==> src/rtl/mss_pkg.sv <==
// Shared types, codes and default sizes for the multi-stack shared store.
`timescale 1ns / 1ps

package mss_pkg;

  localparam int NumStacksDef = 8;
  localparam int CapacityDef  = 256;
  localparam int DataWidthDef = 32;

  localparam logic OP_PUSH = 1'b0;
  localparam logic OP_POP  = 1'b1;

  localparam logic [1:0] ST_DONE  = 2'd0;
  localparam logic [1:0] ST_FULL  = 2'd1;
  localparam logic [1:0] ST_EMPTY = 2'd2;

  typedef struct packed {
    logic               operation;
    logic [2:0]         stack_index;
    logic signed [31:0] value;
  } in_t;

  typedef struct packed {
    logic [1:0]         status;
    logic signed [31:0] popped_value;
  } out_t;

  typedef enum logic [1:0] {
    S_IDLE,
    S_DECODE,
    S_POP_WR
  } state_t;

  typedef struct packed {
    logic accept;
    logic read_pop;
    logic commit_push;
    logic commit_pop;
    logic commit_refuse;
  } cmd_t;

  typedef struct packed {
    logic is_pop;
    logic range_ok;
    logic top_ok;
    logic free_ok;
    logic out_busy;
  } stat_t;

endpackage

==> src/rtl/mss_ctrl.sv <==
// Controller state machine that sequences push and pop operations.
`timescale 1ns / 1ps

module mss_ctrl
  import mss_pkg::*;
(
  input  logic   clk,
  input  logic   rst,
  input  logic   in_valid,
  output logic   in_stall,
  input  stat_t  stat,
  output cmd_t   cmd
);

  state_t state;
  state_t state_next;

  always_ff @(posedge clk) begin
    if (rst) begin
      state <= S_IDLE;
    end else begin
      state <= state_next;
    end
  end

  always_comb begin
    state_next = state;
    case (state)
      S_IDLE: begin
        if (in_valid) begin
          state_next = S_DECODE;
        end
      end
      S_DECODE: begin
        if (stat.is_pop && stat.range_ok && stat.top_ok) begin
          state_next = S_POP_WR;
        end else if (!stat.out_busy) begin
          state_next = S_IDLE;
        end
      end
      S_POP_WR: begin
        if (!stat.out_busy) begin
          state_next = S_IDLE;
        end
      end
      default: state_next = S_IDLE;
    endcase
  end

  always_comb begin
    cmd      = '0;
    in_stall = 1'b1;
    case (state)
      S_IDLE: begin
        in_stall   = 1'b0;
        cmd.accept = in_valid;
      end
      S_DECODE: begin
        if (stat.is_pop && stat.range_ok && stat.top_ok) begin
          // Fetch the top entry's link and data before unlinking it.
          cmd.read_pop = 1'b1;
        end else if (!stat.out_busy) begin
          if (!stat.is_pop && stat.range_ok && stat.free_ok) begin
            cmd.commit_push = 1'b1;
          end else begin
            cmd.commit_refuse = 1'b1;
          end
        end
      end
      S_POP_WR: begin
        cmd.commit_pop = !stat.out_busy;
      end
      default: begin
        cmd      = '0;
        in_stall = 1'b1;
      end
    endcase
  end

endmodule

==> config.mk <==
export PLATFORM = sky130hd
export DESIGN_NAME = mss_ctrl
export DESIGN_NICKNAME = d
export VERILOG_FILES = /design/src/rtl/mss_pkg.sv /design/src/rtl/mss_ctrl.sv
export SDC_FILE = /design/constraint.sdc
export NUM_CORES = 1
export LEC_CHECK = 0
export BUFFER_PORTS_ARGS = -buffer_cell sky130_fd_sc_hd__buf_4
export CORE_AREA = 8 8 45 47
export CTS_BUF_LIST = sky130_fd_sc_hd__clkbuf_8
export CTS_CLUSTER_DIAMETER = 40
export CTS_CLUSTER_SIZE = 12
export DETAILED_ROUTE_END_ITERATION = 12
export DIE_AREA = 0 0 53 55
export PLACE_DENSITY = 0.4
export SETUP_SLACK_MARGIN = 0.3
export SLEW_MARGIN = 20
export SYNTH_ARGS = -nofsm -noshare
export SYNTH_HDL_FRONTEND = slang
export SYNTH_SLANG_ARGS = --single-unit
export TNS_END_PERCENT = 1
==> constraint.sdc <==
create_clock -name clk -period 2.37 [get_ports clk]
set_input_delay 0.237 -clock clk [delete_from_list [all_inputs] [get_ports clk]]
set_output_delay 0.237 -clock clk [all_outputs]
set_load 0.005 [all_outputs]
==> key figures <==
Placed design
  – Routability Congestion: 0.682
  – Hpwl dp: 453 µm
  – I/O Buffers: 13
  – Area after DPL: 280 µm²
  – Post-Place Cells: 47

Synth
  – Flops & latches, synth: 2
  – Post-synthesis cell type count: 15
  – Mapped Area: 163 µm²
  – Gate Count Post-Synth: 18
  – Ys Warns: 0
  – Synth Net Count: 26
  – Mean Syn Cell Area: 9.04 µm²
  – Sequential-to-total area share from yosys stat: 24.6%

Clocking
  – CTS tree: yes
  – CTS buffer count: 3
  – Clk_lat worst skew: 0.21 ns
  – H-tree levels: 1
  – Clock sink total: 2
  – Post-CTS Hold Buffers: 0
  – Clk buf depth: 2
  – CTS Root Buffer Type: clkbuf_8
  – Clock slew at reported path FFs: 0.03 ns
  – Post CTS Setup Buffer Count: 0
  – CTS resizes: 0

Setup path
  – Crit end category: output port
  – CP Launch Type: flip-flop
  – Data arrival at the endpoint of the critical path: 1.12 ns
  – Data required, critical path: approximately 2.1 ns
  – CP Class: flip-flop to output port
  – CP Max Fanout: 6

Worst hold path
  – HP Class: input port to flip-flop

Timing
  – Max frequency: 734 MHz
  – Slew margin rel.: 81.2%
  – RSZ-0062 raised after global routing: false
  – Slew Limit Fails: 0
  – Final Hold Fails: 0
  – Final min period: approximately 1.4 ns
  – Worst Max-Slew Pin Slew: 0.278 ns
  – Fin crit share: 57.5%
  – Worst Skew: 0.00135 ns
  – Total negative slack: 0 ns
  – Final Setup Violations: 0

Global route
  – Pin count of the biggest net entering global routing: 7
  – First-pass GRT wire length: ~730 µm
  – Vias in the first global route: 210
  – Total GRT Usage: between 3 and 4%
  – Grt ovf: 0
  – Initial antenna violation count: 0

Layout
  – Ant diodes: 0
  – Regs by FF count: state x2
  – Largest register FFs: 2
  – Core Util, Final: 23.2%
  – Area delta synth->final: 97.7%
  – Biggest register: state
  – Layout cells sized above 1: between 50 and 60%
  – Final Cell Area: 322 µm²
  – Final std cells w/o fill: 50
  – # nets final: 44

Die
  – DIE AREA: 2920 µm²
  – Starting Density: 11.8%
  – DIE HEIGHT: 55 µm
  – Num rows: 14
  – Die X: 53 µm
  – Top-Level Pins: 14
  – Total core area: 1380 µm²

Power and ir drop
  – LEAKAGE: 0.150 nW
  – Pwr Density: 633 nW/µm²
  – VDD IR max: 265 µV

Routing
  – Pre-Repair DR Iteration Count: 1
  – Drt drc: 0
  – Via count: 204
  – Vias per cell: around 4.1
  – Iter 0 DRT Violations: 0
  – Total wire length: slightly above 500 µm
  – Final ANT Viol Nets: 0
  – WL/cell: 10.1 µm

Run
  – Number of max-cap violations: 0

Status
  – Outcome: completed
==> power breakdown <==
group          switching [mW]  internal (mW)  total, mW
Clock                  0.0247          0.107      0.132
Combinational          0.0134         0.0204     0.0339
Sequential            0.00206         0.0358     0.0378
==> per-stage QoR <==
| stage | power [mW] | setup WS (ns) | hold WS (ns) |
|---|---|---|---|
| floorplan | 0.0514 | 1.39 | 0.336 |
| CTS | 0.208 | 0.999 | 0.247 |
| finish | 0.204 | 1.01 | 0.246 |
| global placement | 0.0721 | 1.14 | 0.458 |
| detailed placement | 0.0727 | 1.12 | 0.465 |
| global route | 0.215 | 0.958 | 0.258 |
==> synthesized netlist by cell type (all sizes together) <==
master | number | area, µm²
nand4bb | 1 | 11.3
nand3 | 1 | 5.00
a41o | 1 | 10.0
nor3 | 1 | 5.00
dfxtp | 2 | 40.0
nor2 | 3 | 11.3
nand2b | 1 | 6.26
nand3b | 1 | 7.51
mux2 | 1 | 15.0
nor3b | 1 | 7.51
or2 | 1 | 6.26
nor4b | 1 | 8.76
a211oi | 1 | 12.5
o31ai | 1 | 12.5
inv | 1 | 3.75
==> logic make-up (layout without fill, tap and decap cells) <==
logic type | count (synthesis) | after routing | synth area share (%)
and+or+nand+nor | 11 | 11 | 42.3
AOI/OAI and AO/OA | 3 | 3 | 21.5
DFF | 2 | 2 | 24.6
muxes | 1 | 1 | 9.23
buffers and inverters | 1 | 17 | 2.31
==> worst paths after layout <==
kind                                       startpoint               endpoint  slack, ns  depth (start not counted)
worst max register to register  state[1]$_SDFFE_PP0P_  state[1]$_SDFFE_PP0P_       1.51                          2
worst min register to register  state[1]$_SDFFE_PP0P_  state[1]$_SDFFE_PP0P_       0.57                          2
worst min-delay path                              rst  state[1]$_SDFFE_PP0P_       0.25                          2
worst max-delay path            state[1]$_SDFFE_PP0P_                 cmd[0]       1.01                          3
==> cell usage in the layout (no fill, tap or decap), drive strengths merged <==
cell and count:
buf 13, nor2 3, clkbuf 3, dfxtp 2, or2 1, nand2b 1
nand3b 1, nor3 1, inv 1, mux2 1, a211oi 1, nor3b 1
nand3 1, nor4b 1, a41o 1, nand4bb 1, o31ai 1
==> per-layer routing <==
layer	GRT usage (%)	up-vias	part of all wire (%)	wire [µm]
met5	0	-	0	0
met4	5.17	0	3.0	15
met3	1.60	2	0.99	5
met2	7.81	3	74	375
met1	1.51	98	22	110
li1	-	101	-	-
==> area by class of cell <==
class,instances,area (µm²)
timing repair buffer,13,97.6
inverter,1,3.75
clock buffer,3,41.3
tap,16,20.0
multi-input combinational,15,119
sequential,2,40.0
fill,154,1060
==> worst max-delay path, stage by stage, from the launching register on <==
cell      delay [ns]
dfxtp_1         0.33
nand2b_1        0.22
a211oi_2        0.23
buf_4           0.14
Power figures use the tool's default switching activity.
